$ cat src/rtl/core/dssf_pkg.sv
// ----------------------------------------------------------------------------
// dssf_pkg
// shared types and constants of the dual stepper setpoint follower
// ----------------------------------------------------------------------------
`default_nettype none

package dssf_pkg;

  localparam int unsigned PosW   = 16;
  localparam int unsigned CfgW   = 16;
  localparam int unsigned ModeW  = 2;
  localparam int unsigned CfgIdxW = 2;
  localparam int unsigned InDataW  = 24;
  localparam int unsigned OutDataW = 56;

  // event kinds
  localparam logic [ModeW-1:0] MODE_POT   = 2'd0;
  localparam logic [ModeW-1:0] MODE_TICK  = 2'd1;
  localparam logic [ModeW-1:0] MODE_LIMIT = 2'd2;
  localparam logic [ModeW-1:0] MODE_CLOCK = 2'd3;

  // register indexes
  localparam logic [CfgIdxW-1:0] CFG_DEADBAND = 2'd0;
  localparam logic [CfgIdxW-1:0] CFG_GLITCH   = 2'd1;
  localparam logic [CfgIdxW-1:0] CFG_DEBOUNCE = 2'd2;

  localparam logic [CfgW-1:0] DEADBAND_RST = 16'd5000;
  localparam logic [CfgW-1:0] GLITCH_RST   = 16'd5000;
  localparam logic [CfgW-1:0] DEBOUNCE_RST = 16'd1000;

  typedef struct packed {
    logic [ModeW-1:0] mode;
    logic [PosW-1:0]  pot_sample;
    logic             limit_one_level;
    logic             limit_two_level;
  } event_t;

  typedef struct packed {
    logic [CfgW-1:0] deadband;
    logic [CfgW-1:0] glitch_limit;
    logic [CfgW-1:0] debounce_count;
  } cfg_t;

  // per-axis control from the shared update logic
  typedef struct packed {
    logic            fire;
    logic [ModeW-1:0] mode;
    logic            level;
    logic [PosW-1:0] setpoint;
    logic            clock_level;
  } axis_ctrl_t;

  // next-state view of one axis
  typedef struct packed {
    logic [PosW-1:0] position;
    logic            enable;
    logic            forward;
    logic            step;
  } axis_stat_t;

endpackage

`default_nettype wire

$ cat src/rtl/core/dssf_in_stage.sv
// ----------------------------------------------------------------------------
// dssf_in_stage
// input register: captures one event beat and holds it until it is consumed
// ----------------------------------------------------------------------------
`default_nettype none

module dssf_in_stage (
  input  wire logic            clk,
  input  wire logic            rst_n,
  input  wire logic            in_valid,
  output logic                 in_ready,
  input  wire dssf_pkg::event_t in_event,
  input  wire logic            take,
  output logic                 evt_valid,
  output dssf_pkg::event_t     evt
);
  import dssf_pkg::*;

  logic   valid_r;
  logic   valid_nxt;
  event_t evt_r;

  assign in_ready  = !valid_r || take;
  assign valid_nxt = (in_valid && in_ready) || (valid_r && !take);

  always_ff @(posedge clk) begin
    if (!rst_n) begin
      valid_r <= 1'b0;
    end else begin
      valid_r <= valid_nxt;
    end
  end

  always_ff @(posedge clk) begin
    if (in_valid && in_ready) begin
      evt_r <= in_event;
    end
  end

  assign evt_valid = valid_r;
  assign evt       = evt_r;

endmodule

`default_nettype wire

$ cat src/rtl/core/dssf_cfg_regs.sv
// ----------------------------------------------------------------------------
// dssf_cfg_regs
// configuration registers: deadband, glitch limit, debounce count
// ----------------------------------------------------------------------------
`default_nettype none

module dssf_cfg_regs (
  input  wire logic                         clk,
  input  wire logic                         rst_n,
  input  wire logic                         cfg_we,
  input  wire logic [dssf_pkg::CfgIdxW-1:0] cfg_index,
  input  wire logic [dssf_pkg::CfgW-1:0]    cfg_wdata,
  output dssf_pkg::cfg_t                    cfg
);
  import dssf_pkg::*;

  cfg_t cfg_r;

  always_ff @(posedge clk) begin
    if (!rst_n) begin
      cfg_r.deadband       <= DEADBAND_RST;
      cfg_r.glitch_limit   <= GLITCH_RST;
      cfg_r.debounce_count <= DEBOUNCE_RST;
    end else if (cfg_we) begin
      case (cfg_index)
        CFG_DEADBAND: cfg_r.deadband       <= cfg_wdata;
        CFG_GLITCH:   cfg_r.glitch_limit   <= cfg_wdata;
        CFG_DEBOUNCE: cfg_r.debounce_count <= cfg_wdata;
        default: ;
      endcase
    end
  end

  assign cfg = cfg_r;

endmodule

`default_nettype wire

$ cat src/rtl/core/dssf_axis.sv
// ----------------------------------------------------------------------------
// dssf_axis
// state of one stepper axis: tick stepping, limit debounce, step pin
// ----------------------------------------------------------------------------
`default_nettype none

module dssf_axis (
  input  wire logic                clk,
  input  wire logic                rst_n,
  input  wire dssf_pkg::axis_ctrl_t ctrl,
  input  wire dssf_pkg::cfg_t       cfg,
  output dssf_pkg::axis_stat_t      stat
);
  import dssf_pkg::*;

  logic [PosW-1:0] setpoint_r, setpoint_nxt;
  logic [PosW-1:0] position_r, position_nxt;
  logic            forward_r, forward_nxt;
  logic            enable_r, enable_nxt;
  logic            step_r, step_nxt;
  logic [CfgW-1:0] run_r, run_nxt;
  logic            was_high_r, was_high_nxt;

  logic [PosW-1:0] err_fwd;
  logic [PosW-1:0] err_back;
  logic            in_band;
  logic [CfgW-1:0] run_inc;

  assign err_fwd  = position_r - setpoint_r;
  assign err_back = setpoint_r - position_r;
  assign in_band  = (err_fwd <= cfg.deadband) || (err_back <= cfg.deadband);
  assign run_inc  = was_high_r ? run_r + 1'b1 : run_r;

  always_comb begin
    setpoint_nxt = setpoint_r;
    position_nxt = position_r;
    forward_nxt  = forward_r;
    enable_nxt   = enable_r;
    step_nxt     = step_r;
    run_nxt      = run_r;
    was_high_nxt = was_high_r;
    case (ctrl.mode)
      MODE_POT: begin
        setpoint_nxt = ctrl.setpoint;
      end
      MODE_TICK: begin
        if (in_band) begin
          setpoint_nxt = position_r;
          enable_nxt   = 1'b0;
          step_nxt     = 1'b0;
        end else begin
          enable_nxt = 1'b1;
          if (setpoint_r > position_r) begin
            forward_nxt  = 1'b1;
            position_nxt = position_r + 1'b1;
          end else begin
            forward_nxt  = 1'b0;
            position_nxt = position_r - 1'b1;
          end
        end
      end
      MODE_LIMIT: begin
        run_nxt      = ctrl.level ? run_inc : '0;
        was_high_nxt = ctrl.level;
        if (ctrl.level && (run_inc > cfg.debounce_count)) begin
          setpoint_nxt = position_r;
          enable_nxt   = 1'b0;
          step_nxt     = 1'b0;
          run_nxt      = '0;
        end
      end
      MODE_CLOCK: begin
        step_nxt = ctrl.clock_level;
      end
      default: ;
    endcase
  end

  always_ff @(posedge clk) begin
    if (!rst_n) begin
      setpoint_r <= '0;
      position_r <= '0;
      forward_r  <= 1'b0;
      enable_r   <= 1'b1;
      step_r     <= 1'b0;
      run_r      <= '0;
      was_high_r <= 1'b0;
    end else if (ctrl.fire) begin
      setpoint_r <= setpoint_nxt;
      position_r <= position_nxt;
      forward_r  <= forward_nxt;
      enable_r   <= enable_nxt;
      step_r     <= step_nxt;
      run_r      <= run_nxt;
      was_high_r <= was_high_nxt;
    end
  end

  assign stat.position = position_nxt;
  assign stat.enable   = enable_nxt;
  assign stat.forward  = forward_nxt;
  assign stat.step     = step_nxt;

endmodule

`default_nettype wire

$ cat src/rtl/core/dssf_out_stage.sv
// ----------------------------------------------------------------------------
// dssf_out_stage
// result register: holds one result beat until the sink takes it
// ----------------------------------------------------------------------------
`default_nettype none

module dssf_out_stage (
  input  wire logic                          clk,
  input  wire logic                          rst_n,
  input  wire logic                          load,
  input  wire logic [dssf_pkg::OutDataW-1:0] load_data,
  output logic                               can_load,
  output logic                               out_valid,
  input  wire logic                          out_ready,
  output logic [dssf_pkg::OutDataW-1:0]      out_data
);
  import dssf_pkg::*;

  logic                valid_r;
  logic                valid_nxt;
  logic [OutDataW-1:0] data_r;

  assign can_load  = !valid_r || out_ready;
  assign valid_nxt = load || (valid_r && !out_ready);

  always_ff @(posedge clk) begin
    if (!rst_n) begin
      valid_r <= 1'b0;
    end else begin
      valid_r <= valid_nxt;
    end
  end

  always_ff @(posedge clk) begin
    if (load) begin
      data_r <= load_data;
    end
  end

  assign out_valid = valid_r;
  assign out_data  = data_r;

endmodule

`default_nettype wire

$ cat src/rtl/core/dual_stepper_setpoint_follower_core.sv
// ----------------------------------------------------------------------------
// dual_stepper_setpoint_follower_core
// two stepper axes following one filtered potentiometer setpoint
// ----------------------------------------------------------------------------
//  channel  | dir | beat contents
//  in_*     | in  | tuser: mode[1:0]; tdata: pot_sample, limit_one, limit_two
//  out_*    | out | tdata: filtered, pos one, pos two, enables, forwards, steps
//  cfg_*    | in  | index 0 deadband, 1 glitch limit, 2 debounce count
//
// one event per cycle while out_tready holds; out_tvalid rises after the in_ beat passes the
// input register, then the state update into the result register
// synchronous active-low reset clears filter, clock level and axis state and both stage valids
// a stalled result holds the pipe; one more event waits in the input register
// ----------------------------------------------------------------------------
`default_nettype none

module dual_stepper_setpoint_follower_core (
  input  wire logic                          clk,
  input  wire logic                          rst_n,
  input  wire logic                          in_tvalid,
  output logic                               in_tready,
  // [15:0] pot_sample, [16] limit_one_level, [17] limit_two_level
  input  wire logic [dssf_pkg::InDataW-1:0]  in_tdata,
  // [1:0] mode
  input  wire logic [dssf_pkg::ModeW-1:0]    in_tuser,
  output logic                               out_tvalid,
  input  wire logic                          out_tready,
  // [15:0] filtered_value, [31:16] axis_one_position, [47:32] axis_two_position,
  // [48] axis_one_enable, [49] axis_two_enable, [50] axis_one_forward,
  // [51] axis_two_forward, [52] axis_one_step, [53] axis_two_step
  output logic [dssf_pkg::OutDataW-1:0]      out_tdata,
  input  wire logic                          cfg_we,
  input  wire logic [dssf_pkg::CfgIdxW-1:0]  cfg_index,
  input  wire logic [dssf_pkg::CfgW-1:0]     cfg_wdata
);
  import dssf_pkg::*;

  event_t             in_event;
  event_t             evt;
  logic               evt_valid;
  logic               can_load;
  logic               fire;
  cfg_t               cfg;
  axis_ctrl_t         ctrl_one, ctrl_two;
  axis_stat_t         stat_one, stat_two;
  logic [OutDataW-1:0] result;

  logic [PosW-1:0]    filt_r, filt_nxt;
  logic               clk_level_r, clk_level_nxt;
  logic [PosW-1:0]    diff;
  logic [PosW+1:0]    blend;

  assign in_event.mode            = in_tuser;
  assign in_event.pot_sample      = in_tdata[PosW-1:0];
  assign in_event.limit_one_level = in_tdata[PosW];
  assign in_event.limit_two_level = in_tdata[PosW+1];

  dssf_in_stage u_in (
    .clk      (clk),
    .rst_n    (rst_n),
    .in_valid (in_tvalid),
    .in_ready (in_tready),
    .in_event (in_event),
    .take     (fire),
    .evt_valid(evt_valid),
    .evt      (evt)
  );

  dssf_cfg_regs u_cfg (
    .clk      (clk),
    .rst_n    (rst_n),
    .cfg_we   (cfg_we),
    .cfg_index(cfg_index),
    .cfg_wdata(cfg_wdata),
    .cfg      (cfg)
  );

  assign fire = evt_valid && can_load;

  // pot filter
  assign diff  = (evt.pot_sample > filt_r) ? evt.pot_sample - filt_r
                                           : filt_r - evt.pot_sample;
  assign blend = {2'b00, evt.pot_sample} + {2'b00, filt_r} + {1'b0, filt_r, 1'b0};

  always_comb begin
    filt_nxt      = filt_r;
    clk_level_nxt = clk_level_r;
    if (evt.mode == MODE_POT && diff <= cfg.glitch_limit) begin
      filt_nxt = blend[PosW+1:2];
    end
    if (evt.mode == MODE_CLOCK) begin
      clk_level_nxt = !clk_level_r;
    end
  end

  always_ff @(posedge clk) begin
    if (!rst_n) begin
      filt_r      <= '0;
      clk_level_r <= 1'b0;
    end else if (fire) begin
      filt_r      <= filt_nxt;
      clk_level_r <= clk_level_nxt;
    end
  end

  assign ctrl_one.fire        = fire;
  assign ctrl_one.mode        = evt.mode;
  assign ctrl_one.level       = evt.limit_one_level;
  assign ctrl_one.setpoint    = filt_nxt;
  assign ctrl_one.clock_level = clk_level_nxt;

  assign ctrl_two.fire        = fire;
  assign ctrl_two.mode        = evt.mode;
  assign ctrl_two.level       = evt.limit_two_level;
  assign ctrl_two.setpoint    = filt_nxt;
  assign ctrl_two.clock_level = clk_level_nxt;

  dssf_axis u_axis_one (
    .clk  (clk),
    .rst_n(rst_n),
    .ctrl (ctrl_one),
    .cfg  (cfg),
    .stat (stat_one)
  );

  dssf_axis u_axis_two (
    .clk  (clk),
    .rst_n(rst_n),
    .ctrl (ctrl_two),
    .cfg  (cfg),
    .stat (stat_two)
  );

  assign result = {2'b00,
                   stat_two.step, stat_one.step,
                   stat_two.forward, stat_one.forward,
                   stat_two.enable, stat_one.enable,
                   stat_two.position, stat_one.position,
                   filt_nxt};

  dssf_out_stage u_out (
    .clk      (clk),
    .rst_n    (rst_n),
    .load     (fire),
    .load_data(result),
    .can_load (can_load),
    .out_valid(out_tvalid),
    .out_ready(out_tready),
    .out_data (out_tdata)
  );

endmodule

`default_nettype wire
$ cat config.mk
export PLATFORM = sky130hd
export DESIGN_NAME = dual_stepper_setpoint_follower_core
export DESIGN_NICKNAME = d
export VERILOG_FILES = /design/src/rtl/core/dssf_pkg.sv /design/src/rtl/core/dssf_in_stage.sv /design/src/rtl/core/dssf_cfg_regs.sv /design/src/rtl/core/dssf_axis.sv /design/src/rtl/core/dssf_out_stage.sv /design/src/rtl/core/dual_stepper_setpoint_follower_core.sv
export SDC_FILE = /design/constraint.sdc
export NUM_CORES = 1
export LEC_CHECK = 0
export ABC_CLOCK_PERIOD_IN_PS = 15910
export BUFFER_PORTS_ARGS = -buffer_cell sky130_fd_sc_hd__buf_2
export CORE_MARGIN = 3
export CORE_UTILIZATION = 35
export DETAILED_ROUTE_END_ITERATION = 16
export GPL_TIMING_DRIVEN = 0
export HOLD_SLACK_MARGIN = 0.1
export SYNTH_ARGS = -nofsm -noshare
export SYNTH_HDL_FRONTEND = slang
export SYNTH_SLANG_ARGS = --single-unit
$ cat constraint.sdc
create_clock -name clk -period 15.91 [get_ports clk]
set_input_delay 1.591 -clock clk [delete_from_list [all_inputs] [get_ports clk]]
set_output_delay 1.591 -clock clk [all_outputs]
set_load 0.01 [all_outputs]
==> summary.txt, run 1 <==
Hold WC Path Type = register to register
Buffers on Ports = 97
DRT Pass-1 Iters = 5
Total of max-cap violations = 0
Routed vias/inst = 5.41
DRC violations left = 0
PnR worst setup slack = 9280 ps
Mean Syn Cell Area = 8.51 um2
Finish-stage setup viols = 0
Clock-pin slew on the worst setup and hold paths = 60 ps
Die area = 58300 um2
Total GRT Usage = 20.8%
Share of cells above drive strength 1 = 9.28%
Die Wd = 241 um
Placer congestion estimate = 0.948
Post-DP HPWL = 49700 um
Final Critical Period = 6630 ps
Setup Skew = 32.0 ps
Die Ht = 241 um
Max Clk Rate = 151 MHz
Hold buffers post-CTS = 0
Yosys warns = 0
Worst relative slew slack = 13.5%
Max FO, Critical Path = 10
Largest net degree at the start of global routing = 41
CP required = 16310 ps
Logic pwr share = 48.1%
Number of post-CTS setup repair buffers = 0
Cell internal pwr = 1.69 mW
Slowest-stage cell, CP = a211oi_1
Starting density of the core = 35.7%
Total wire length = 62100 um
Cells along the critical path = inv_1 -> ha_1 -> nand4_1 -> a211oi_1 -> o21ai_1 -> a21oi_2 -> buf_4 -> buf_1 -> o21ai_0 -> xnor2_1 -> ha_1 -> a21o_1 -> a21o_1 -> a21oi_1 -> o21a_1 -> o221a_2 -> o21a_1 -> buf_2 -> buf_2 -> nor2_1 -> a211oi_1 -> o32ai_1
CP delay by family, top = compound AO/OA/AOI/OAI gates
Outcome = finished, final reports clean
Vias in the first global route = 16500
Type of origin of the critical path = register
Number of diodes = 0
Final setup TNS = 0 ps
Mapped Cells = 2280
Routed WL per cell = 19.6 um
Worst EP arrival = 7020 ps
Slew @ Worst Pin = 1290 ps
Slowest Stage Delay on Critical Path = 1040 ps
EDFF count, synth = 74
Setup Crit Path Kind = register to register
CTS resizes = 0
Pre-CTS setup slack = 9430 ps
FF+latch count, synth = 245
Slew Viols, Final = 0
Initial antenna violation count = 0
Num CTS Buffers = 30
# clock sinks = 245
Area growth, synth to finish = 13.0%
Switch Pwr = 1.17 mW
Post-synthesis sequential area ratio = 29.1%
Clock latency on the worst-skew pair = 610 ps
CP endpoint kind = register
Iteration-0 DRC Markers = 1363
Global-route wire length before repair = 94200 um
Peak supply drop = 0.0869 mV
Floorplan row count = 85
RSZ-0062 raised after global routing = no
Period Utilization, post-route = 41.7%
CTS tree = yes
CTS Buffer Depth = 3
Vias = 17200
Clock group share of total power = 26.2%
CP Buf/Inv Count = 5
H-tree depth = 1
Post-synth ARST share = 0%
Core area = 54300 um2
P per Cell Area = 130 nW/um2
Final hold vios = 0
Power Total = 2.86 mW
Sw Share = 40.9%
Grt ovf = 0
Placed Area = 20900 um2
Primary FF master, synth = dfxtp_1
Root buffer cell = clkbuf_16
I/O pins = 107
LEAKAGE = 9.53 nW
Reg power frac = 25.7%
Cell Area, Synth = 19400 um2
Nets@finish = 2740
Post-route cell area = 21900 um2
Final ANT Viol Nets = 0
Count of unique library cells instantiated by Yosys = 81
==> path summary, 6_finish.rpt <==
check / start / end / slack (ps) / cells past startpoint
hold / removal: u_cfg.cfg[10] / u_cfg.cfg[10] / 460 / 2
hold reg to reg: u_cfg.cfg[10] / u_cfg.cfg[10] / 460 / 2
setup / recovery: u_in.evt[14] / u_axis_one.setpoint_r[12] / 9280 / 22
setup reg to reg: u_in.evt[14] / u_axis_one.setpoint_r[12] / 9280 / 22
==> routing by layer <==
metal  routed length [um]  GRT usage [%]  up-vias
li1                     -              -     8413
met1                28100           28.3     8206
met2                28500           34.8      459
met3                 3370           2.20       91
met4                 2140           6.83        0
met5                    0              0        -
==> worst reg2reg max path, cell delays in order (launching register included) <==
cell      delay (ps)
edfxtp_1         460
inv_1             70
ha_1             420
nand4_1          240
a211oi_1         230
o21ai_1          120
a21oi_2          230
buf_4            240
buf_1            440
o21ai_0          220
xnor2_1          320
ha_1             310
a21o_1           160
a21o_1           170
a21oi_1          140
o21a_1           140
o221a_2          230
o21a_1           270
buf_2            360
buf_2            280
nor2_1            90
a211oi_1        1040
o32ai_1          240
==> Yosys cell counts (all sizes together), types with 9 or more instances <==
library cell,number,area (um2)
ha,255,3190
nand2,219,825
inv,208,781
a21oi,172,865
dfxtp,171,3420
nor2,162,608
o21ai,123,616
a21o,92,691
xnor2,80,701
edfxtp,74,2220
clkbuf,69,259
nand4,46,288
mux2i,37,370
xor2,37,324
a211oi,36,275
nand3,35,175
o211ai,34,255
nor3,33,176
nor2b,27,169
nand2b,25,156
fa,24,480
buf,23,120
mux2,22,251
o21a,22,165
a22oi,21,158
and3,20,125
a31oi,18,113
o21bai,16,120
a21boi,15,113
o211a,11,110
o22ai,11,68.8
o32ai,11,111
or3,11,68.8
or2,10,62.6
a31o,9,78.8
==> cell usage in the layout (no fill, tap or decap), drive strengths merged, types with 25 or more instances in the layout <==
cell type,Yosys,routed
a21o,92,92
a21oi,172,172
mux2i,37,37
o21ai,123,123
nand2b,25,25
nand3,35,35
nor2,162,162
edfxtp,74,74
clkbuf,69,102
nand2,219,219
o211ai,34,34
dfxtp,171,171
nor3,33,33
xnor2,80,80
xor2,37,37
ha,255,255
a211oi,36,36
nand4,46,46
inv,208,211
buf,23,122
nor2b,27,27
==> layout make-up <==
class,instances,area [um2]
clock buffers,33,792
plain buffers,92,383
inverters,209,785
clock inverters,23,279
multi-input cells,1735,12600
repair buffers,99,513
fillers,5528,32400
well taps,739,925
flip-flops and latches,245,5650
==> logic make-up (layout without fill, tap and decap cells) <==
logic type      count (synthesis)  after routing  share of synthesized area (%)
flops                         245            245                           29.1
mux                            59             59                           3.20
fa+ha+maj                     279            279                           18.9
simple gates                  634            634                           15.5
compound gates                644            644                           22.0
buf+inv                       301            456                           6.00
xor+xnor                      117            117                           5.28
other cells                     1              2                         0.0193
==> power groups by stage <==
stage | Clock, mW | Combinational (mW) | Sequential [mW]
global route | 0.789 | 1.53 | 0.741
finish | 0.749 | 1.38 | 0.736
CTS | 0.762 | 1.37 | 0.736
detailed placement | 0 | 1.35 | 0.750
floorplan | 0 | 0.994 | 0.746
global placement | 0 | 1.32 | 0.750
==> state kept, by name, summed over array words and instances (netlist names) <==
name                   cells
clk_level_r                1
filt_r                    16
u_axis_one.enable_r        1
u_axis_one.forward_r       1
u_axis_one.position_r     16
u_axis_one.run_r          16
u_axis_one.setpoint_r     16
u_axis_one.step_r          1
u_axis_one.was_high_r      1
u_axis_two.enable_r        1
u_axis_two.forward_r       1
u_axis_two.position_r     16
u_axis_two.run_r          16
u_axis_two.setpoint_r     16
u_axis_two.step_r          1
u_axis_two.was_high_r      1
u_cfg.cfg                 48
u_in.evt                  20
u_in.evt_valid             1
u_out.out_data            54
u_out.out_valid            1
==> through the flow <==
| step | hold slack [ps] | util (%) | cells |
|---|---|---|---|
| 2_1_floorplan | 436 | - | 2281 |
| 3_3_place_gp | 449 | 38.3 | 3117 |
| 4_1_cts | 464 | 40.4 | 3175 |
| 5_1_grt | 481 | 40.4 | 3175 |
| 3_5_place_dp | 455 | 38.4 | 3119 |
| 6_report | 462 | 40.4 | 3175 |
Note: power is estimated with default switching activity, not from simulation.
==> run 2: changes to the inputs <==
- ABC_CLOCK_PERIOD_IN_PS: 15910 -> 6440
- clock period: 15.91 -> 6.44 ns (I/O delays scaled with it)
==> summary.txt, run 2 (synthesized netlist as in run 1, its figures left out) <==
Total GRT Usage = 20.8% (unchanged)
Peak supply drop = 0.212 mV (was 0.0869 mV)
Largest net degree at the start of global routing = 41 (unchanged)
Final setup TNS = 0 ps (unchanged)
Floorplan row count = 85 (unchanged)
Core area = 54300 um2 (unchanged)
Buffers on Ports = 97 (unchanged)
I/O pins = 107 (unchanged)
Hold buffers post-CTS = 0 (unchanged)
Pre-CTS setup slack = -35.8 ps (was 9430 ps)
Non-filler cells, final = 3180 (was 3175)
Iteration-0 DRC Markers = 1385 (was 1363)
Post-route cell area = 22000 um2 (was 21900 um2)
Placed Area = 20900 um2 (unchanged)
Hold Path Cell Cnt = 1 (was 2)
Finish-stage setup viols = 0 (unchanged)
Clock latency on the worst-skew pair = 610 ps (about the same)
Largest register FFs = 54 (unchanged)
Starting density of the core = 35.7% (unchanged)
Slew @ Worst Pin = 1030 ps (was 1290 ps)
Outcome = finished, final reports clean (unchanged)
Die Ht = 241 um (unchanged)
Number of diodes = 0 (unchanged)
Vias in the first global route = 16500 (unchanged)
Detailed-routed wire length on met2 = 28500 um (about the same)
CP Buf/Inv Count = 4 (was 5)
Die area = 58300 um2 (unchanged)
Global-route wire length before repair = 94200 um (unchanged)
Most frequent cells in the layout = ha_1, nand2_1, inv_1, dfxtp_1, a21oi_1 (was ha_1, nand2_1, inv_1, a21oi_1, dfxtp_1)
Hold WC Path Type = input pin to register (was register to register)
Worst r2r src = u_in.evt[14] (unchanged)
CP endpoint kind = register (unchanged)
Slowest Stage Delay on Critical Path = 850 ps (was 1040 ps)
Max Clk Rate = 162 MHz (was 151 MHz)
Setup Skew = 32.9 ps (was 32.0 ps)
Grt ovf = 0 (unchanged)
Post-DP HPWL = 49700 um (unchanged)
PnR worst setup slack = 262 ps (was 9280 ps)
R2R Setup Slk = 260 ps (was 9280 ps)
Period Utilization, post-route = 95.9% (was 41.7%)
Worst EP arrival = 6650 ps (was 7020 ps)
Root buffer cell = clkbuf_16 (unchanged)
Hold Crit Start = in_tdata[1] (was u_cfg.cfg[10])
LEAKAGE = 9.57 nW (was 9.53 nW)
DRT Pass-1 Iters = 5 (unchanged)
Worst hold path endpoint = u_in.evt[3] (was u_cfg.cfg[10])
DRC violations left = 0 (unchanged)
H-tree depth = 1 (unchanged)
Total wire length = 62100 um (about the same)
Max FO, Critical Path = 10 (unchanged)
Clock-pin slew on the worst setup and hold paths = 70 ps (was 60 ps)
Metal3 WL = 3230 um (was 3370 um)
Slowest-stage cell, CP = mux2i_1 (was a211oi_1)
Vias = 17200 (about the same)
Final Critical Period = 6180 ps (was 6630 ps)
Cells along the critical path = inv_1 -> ha_1 -> nand4_1 -> a211oi_1 -> o21ai_1 -> a21oi_2 -> buf_4 -> buf_1 -> o21ai_0 -> xnor2_1 -> ha_1 -> a21o_1 -> a21o_1 -> a21oi_1 -> o21a_1 -> o221a_2 -> o21a_1 -> buf_2 -> mux2i_1 -> nor2_1 -> a211oi_1 (was inv_1 -> ha_1 -> nand4_1 -> a211oi_1 -> o21ai_1 -> a21oi_2 -> buf_4 -> buf_1 -> o21ai_0 -> xnor2_1 -> ha_1 -> a21o_1 -> a21o_1 -> a21oi_1 -> o21a_1 -> o221a_2 -> o21a_1 -> buf_2 -> buf_2 -> nor2_1 -> a211oi_1 -> o32ai_1)
Total of max-cap violations = 0 (unchanged)
Final hold vios = 0 (unchanged)
Slew Viols, Final = 0 (unchanged)
Post-Place Cells = 3119 (unchanged)
Commonest non-fill, non-tap cell in the layout = ha_1 (unchanged)
Crit Reg-Reg Endpoint = filt_r[6] (was u_axis_one.setpoint_r[12])
Highest metal used = met4 (unchanged)
CTS Buffer Depth = 3 (unchanged)
CP required = 6910 ps (was 16310 ps)
Type of origin of the critical path = register (unchanged)
Routed WL per cell = 19.5 um (was 19.6 um)
Post-Route M1 WL = 28300 um (was 28100 um)
Number of cells on the worst reg-to-reg path = 21 (was 22)
Routed vias/inst = 5.41 (about the same)
Setup Crit Path Kind = register to register (unchanged)
Initial antenna violation count = 0 (unchanged)
Die Wd = 241 um (unchanged)
Share of cells above drive strength 1 = 9.79% (was 9.28%)
Area growth, synth to finish = 13.4% (was 13.0%)
Num CTS Buffers = 30 (unchanged)
Placer congestion estimate = 0.948 (unchanged)
Worst relative slew slack = 29.4% (was 13.5%)
# clock sinks = 245 (unchanged)
Nets@finish = 2745 (was 2740)
P per Cell Area = 323 nW/um2 (was 130 nW/um2)
Final ANT Viol Nets = 0 (unchanged)
CTS tree = yes (unchanged)
Final core utilization = 40.5% (was 40.4%)
CP delay by family, top = compound AO/OA/AOI/OAI gates (unchanged)
run 2: how the worst max path moves through the flow:
stage,endpoint,cells after the start,startpoint
floorplan,u_out.out_data[30],18,u_axis_one.position_r[0]
global placement,u_out.out_data[30],18,u_axis_one.position_r[0]
detailed placement,u_axis_one.setpoint_r[12],22,u_in.evt[14]
CTS,u_axis_one.setpoint_r[10],22,u_in.evt[14]
global route,u_axis_two.setpoint_r[4],21,u_in.evt[14]
finish,filt_r[6],21,u_in.evt[14]
run 2: metrics by stage:
step	hold WS, ps	total power, mW
2_1_floorplan	436	4.30
3_3_place_gp	449	5.12
3_5_place_dp	455	5.20
4_1_cts	198	7.08
5_1_grt	207	7.59
6_report	220	7.10
run 2: power by group:
part / internal, mW / switching [mW] / total, mW
sequential: 1.73 / 0.0863 / 1.82
combinational: 1.37 / 2.06 / 3.43
clock: 1.09 / 0.759 / 1.85
total: 4.20 / 2.90 / 7.10
run 2: cell type report:
| cell class | instances | area, um2 |
|---|---|---|
| plain buffers | 92 | 385 |
| clock buffers | 33 | 792 |
| clock inverters | 23 | 279 |
| fillers | 5523 | 32300 |
| inverters | 209 | 785 |
| multi-input cells | 1735 | 12600 |
| flip-flops and latches | 245 | 5650 |
| well taps | 739 | 925 |
| repair buffers | 104 | 551 |
run 2: metal layers:
metal / up-vias / GRT usage [%]
li1: 8429 / -
met1: 8220 / 28.3
met2: 466 / 34.8
met5: - / 0
met3: 92 / 2.20
met4: 0 / 6.83
run 2: repair_timing:
action / in CTS / in global routing
endpoints found under the setup margin: 3 / 57
gates resized for setup: 2 / 13
pin swaps: 0 / 3
buffers inserted: 0 / 5
==> run 3: changes to the inputs <==
--- a/config.mk
+++ b/config.mk
@@ -6,4 +6,5 @@
 export NUM_CORES = 1
 export LEC_CHECK = 0
+export ABC_AREA = 1
 export ABC_CLOCK_PERIOD_IN_PS = 6440
 export BUFFER_PORTS_ARGS = -buffer_cell sky130_fd_sc_hd__buf_2
@@ -11,4 +12,5 @@
 export CORE_UTILIZATION = 35
 export DETAILED_ROUTE_END_ITERATION = 16
+export GPL_ROUTABILITY_DRIVEN = 0
 export GPL_TIMING_DRIVEN = 0
 export HOLD_SLACK_MARGIN = 0.1
==> constraint.sdc (replaced) <==
create_clock -name clk -period 6.44 [get_ports clk]
set_input_delay 0.322 -clock clk [delete_from_list [all_inputs] [get_ports clk]]
set_output_delay 0.322 -clock clk [all_outputs]
set_load 0.01 [all_outputs]
==> summary.txt, run 3 <==
Slowest-stage cell, CP = a21oi_1 (was mux2i_1)
Num CTS Buffers = 35 (was 30)
Worst relative slew slack = 38.7% (was 29.4%)
Total wire length = 62200 um (was 62100 um)
R2R Setup Slk = 1510 ps (was 260 ps)
Worst hold path endpoint = u_cfg.cfg[2] (was u_in.evt[3])
Grt ovf = 0 (unchanged)
Period Utilization, post-route = 76.6% (was 95.9%)
Most frequent cell after synthesis = nand2_1 (was ha_1)
Slew @ Worst Pin = 918 ps (was 1030 ps)
Die area = 60600 um2 (was 58300 um2)
Starting density of the core = 35.6% (was 35.7%)
CTS tree = yes (unchanged)
Commonest non-fill, non-tap cell in the layout = nand2_1 (was ha_1)
Worst EP arrival = 5420 ps (was 6650 ps)
Iteration-0 DRC Markers = 1300 (was 1385)
Mean Syn Cell Area = 7.16 um2 (was 8.51 um2)
Final ANT Viol Nets = 0 (unchanged)
Max FO, Critical Path = 10 (unchanged)
Final setup TNS = 0 ps (unchanged)
Routed WL per cell = 16.5 um (was 19.5 um)
Power Total = 7.00 mW (was 7.10 mW)
Nets@finish = 3317 (was 2745)
Synth top area share = 17.0% (was 17.6%)
LEAKAGE = 11.5 nW (was 9.57 nW)
Setup Skew = 24.1 ps (was 32.9 ps)
# clock sinks = 245 (unchanged)
Final Critical Period = 4930 ps (was 6180 ps)
Placed Area = 21600 um2 (was 20900 um2)
Root buffer cell = clkbuf_16 (unchanged)
H-tree depth = 2 (was 1)
Slew Viols, Final = 0 (unchanged)
Count of unique library cells instantiated by Yosys = 52 (was 81)
Filler cells = 5910 (was 5523)
Global-route wire length before repair = 97700 um (was 94200 um)
Clock latency on the worst-skew pair = 570 ps (was 610 ps)
Area growth, synth to finish = 14.5% (was 13.4%)
Share of cells above drive strength 1 = 8.66% (was 9.79%)
Routed vias/inst = 4.92 (was 5.41)
DRT Pass-1 Iters = 6 (was 5)
I/O pins = 107 (unchanged)
Post-route cell area = 23100 um2 (was 22000 um2)
Crit Reg-Reg Endpoint = u_axis_one.setpoint_r[14] (was filt_r[6])
Buffers on Ports = 98 (was 97)
Hold WC Path Type = input pin to register (unchanged)
Post-synthesis sequential area ratio = 28.0% (was 29.1%)
Floorplan row count = 87 (was 85)
Worst r2r src = u_in.evt[2] (was u_in.evt[14])
Outcome = finished, final reports clean (unchanged)
FF+latch count, synth = 245 (unchanged)
CP endpoint kind = register (unchanged)
P per Cell Area = 303 nW/um2 (was 323 nW/um2)
Slowest Stage Delay on Critical Path = 660 ps (was 850 ps)
Mapped Cells = 2818 (was 2280)
Largest register FFs = 54 (unchanged)
Final hold vios = 0 (unchanged)
Primary FF master, synth = dfxtp_1 (unchanged)
Setup Crit Path Kind = register to register (unchanged)
DRC violations left = 0 (unchanged)
Post-DP HPWL = 49700 um (about the same)
Yosys warns = 0 (unchanged)
Total GRT Usage = 20.6% (was 20.8%)
Post-synth ARST share = 0% (unchanged)
Initial antenna violation count = 0 (unchanged)
Most frequent cells in the layout = nand2_1, inv_1, a21oi_1, ha_1, nor2_1 (was ha_1, nand2_1, inv_1, dfxtp_1, a21oi_1)
Cell Area, Synth = 20200 um2 (was 19400 um2)
Vias = 18500 (was 17200)
Cell taking the most area after synthesis = dfxtp_1 (unchanged)
EDFF count, synth = 74 (unchanged)
Max Clk Rate = 203 MHz (was 162 MHz)
Largest cells by area after synthesis = dfxtp_1, ha_1, nand2_1 (was dfxtp_1, ha_1, edfxtp_1)
Finish-stage setup viols = 0 (unchanged)
Hold Path Cell Cnt = 3 (was 1)
Die Wd = 246 um (was 241 um)
Clock-pin slew on the worst setup and hold paths = 60 ps (was 70 ps)
Number of cells on the worst reg-to-reg path = 28 (was 21)
CTS Buffer Depth = 3 (unchanged)
Peak supply drop = 0.166 mV (was 0.212 mV)
RSZ-0062 raised after global routing = no
Vias in the first global route = 17700 (was 16500)
Total of max-cap violations = 0 (unchanged)
Post-synth top cells = nand2_1, inv_1, a21oi_1 (was ha_1, nand2_1, inv_1)
Largest net degree at the start of global routing = 34 (was 41)
Die Ht = 246 um (was 241 um)
CP dominant cell by count = nand2_1
CP required = 6930 ps (was 6910 ps)
Type of origin of the critical path = register (unchanged)
Core area = 56700 um2 (was 54300 um2)
Hold Crit Start = cfg_wdata[2] (was in_tdata[1])
Number of diodes = 0 (unchanged)
-- run 3: changes by cell type in the layout (fill, tap and decap cells not counted), sizes merged, moves of 25 or more --
cell / delta
a21o: -79
mux2i: -37
inv: +209
a21oi: +136
nor2b: -27
nor2: +25
nand2: +492
nand3: +81
a211oi: -34
dlygate4sd3: +34
xnor2: -44
o21ai: +57
nand2b: -25
xor2: +65
-- run 3: cells by family after synthesis --
| group | synth area share, % |
|---|---|
| adders and majority gates | 18.2 |
| AOI/OAI and AO/OA | 15.3 |
| muxes | 0.112 |
| and+or+nand+nor | 22.4 |
| DFF | 28.0 |
| xor gates and xnor gates | 6.14 |
| buffers and inverters | 9.84 |
| other | 0.0186 |
-- run 3: stage by stage --
step	util (%)	instances	hold WS, ps	setup WS [ps]
detailed placement	38.2	3674	461	1550
floorplan	-	2819	421	2870
global placement	38.1	3673	453	1500
global route	40.7	3771	139	1130
CTS	40.7	3771	101	1520
finish	40.7	3771	132	1510
-- run 3: layout make-up --
type,count,area (um2),area share [%]
sequential,245,5650,24.4
inverter,417,1570,6.77
clock inverter,16,135,0.585
clock buffer,47,983,4.26
buffer,93,424,1.84
timing repair buffer,133,851,3.68
multi-input combinational,2064,12600,54.3
tap,756,946,4.09
-- run 3: worst max path at each step --
stage,startpoint,end,slack (ps),cells past startpoint
6_report,u_in.evt[2],u_axis_one.setpoint_r[14],1510,28
5_1_grt,u_in.evt[2],u_axis_one.setpoint_r[14],1130,28
4_1_cts,u_in.evt[2],u_axis_one.setpoint_r[14],1520,28
3_5_place_dp,u_in.evt[2],u_axis_one.setpoint_r[14],1550,28
3_3_place_gp,u_in.evt[2],u_axis_one.setpoint_r[14],1500,28
2_1_floorplan,u_in.evt[2],u_out.out_data[15],2870,27
-- run 3: report_power, final --
part / internal (mW) / switching, mW
clock: 1.12 / 0.770
sequential: 1.74 / 0.0889
combinational: 1.16 / 2.12
total: 4.03 / 2.98
-- run 3: critical path, delay by kind of cell, from the launching register on --
kind            cells  cell delay, ps
fa+ha+maj           3             900
flops               1             430
buf+inv             5             900
simple gates       17            1740
compound gates      3             910
-- run 3: per-layer routing --
layer	global-route usage, %	share of wire (%)	wire length [um]	up-vias
met4	7.14	3.5	2180	0
met2	32.8	44	27100	510
met5	0	0	0	-
met3	3.43	6.6	4090	110
li1	-	-	-	9516
met1	28.1	46	28800	8410
-- run 3: repair_timing --
action | CTS | global route
setup buffers | 0 | 0
endpoints found under the hold margin | 43 | 0
resized for setup | 0 | 0
hold buffers | 34 | 0
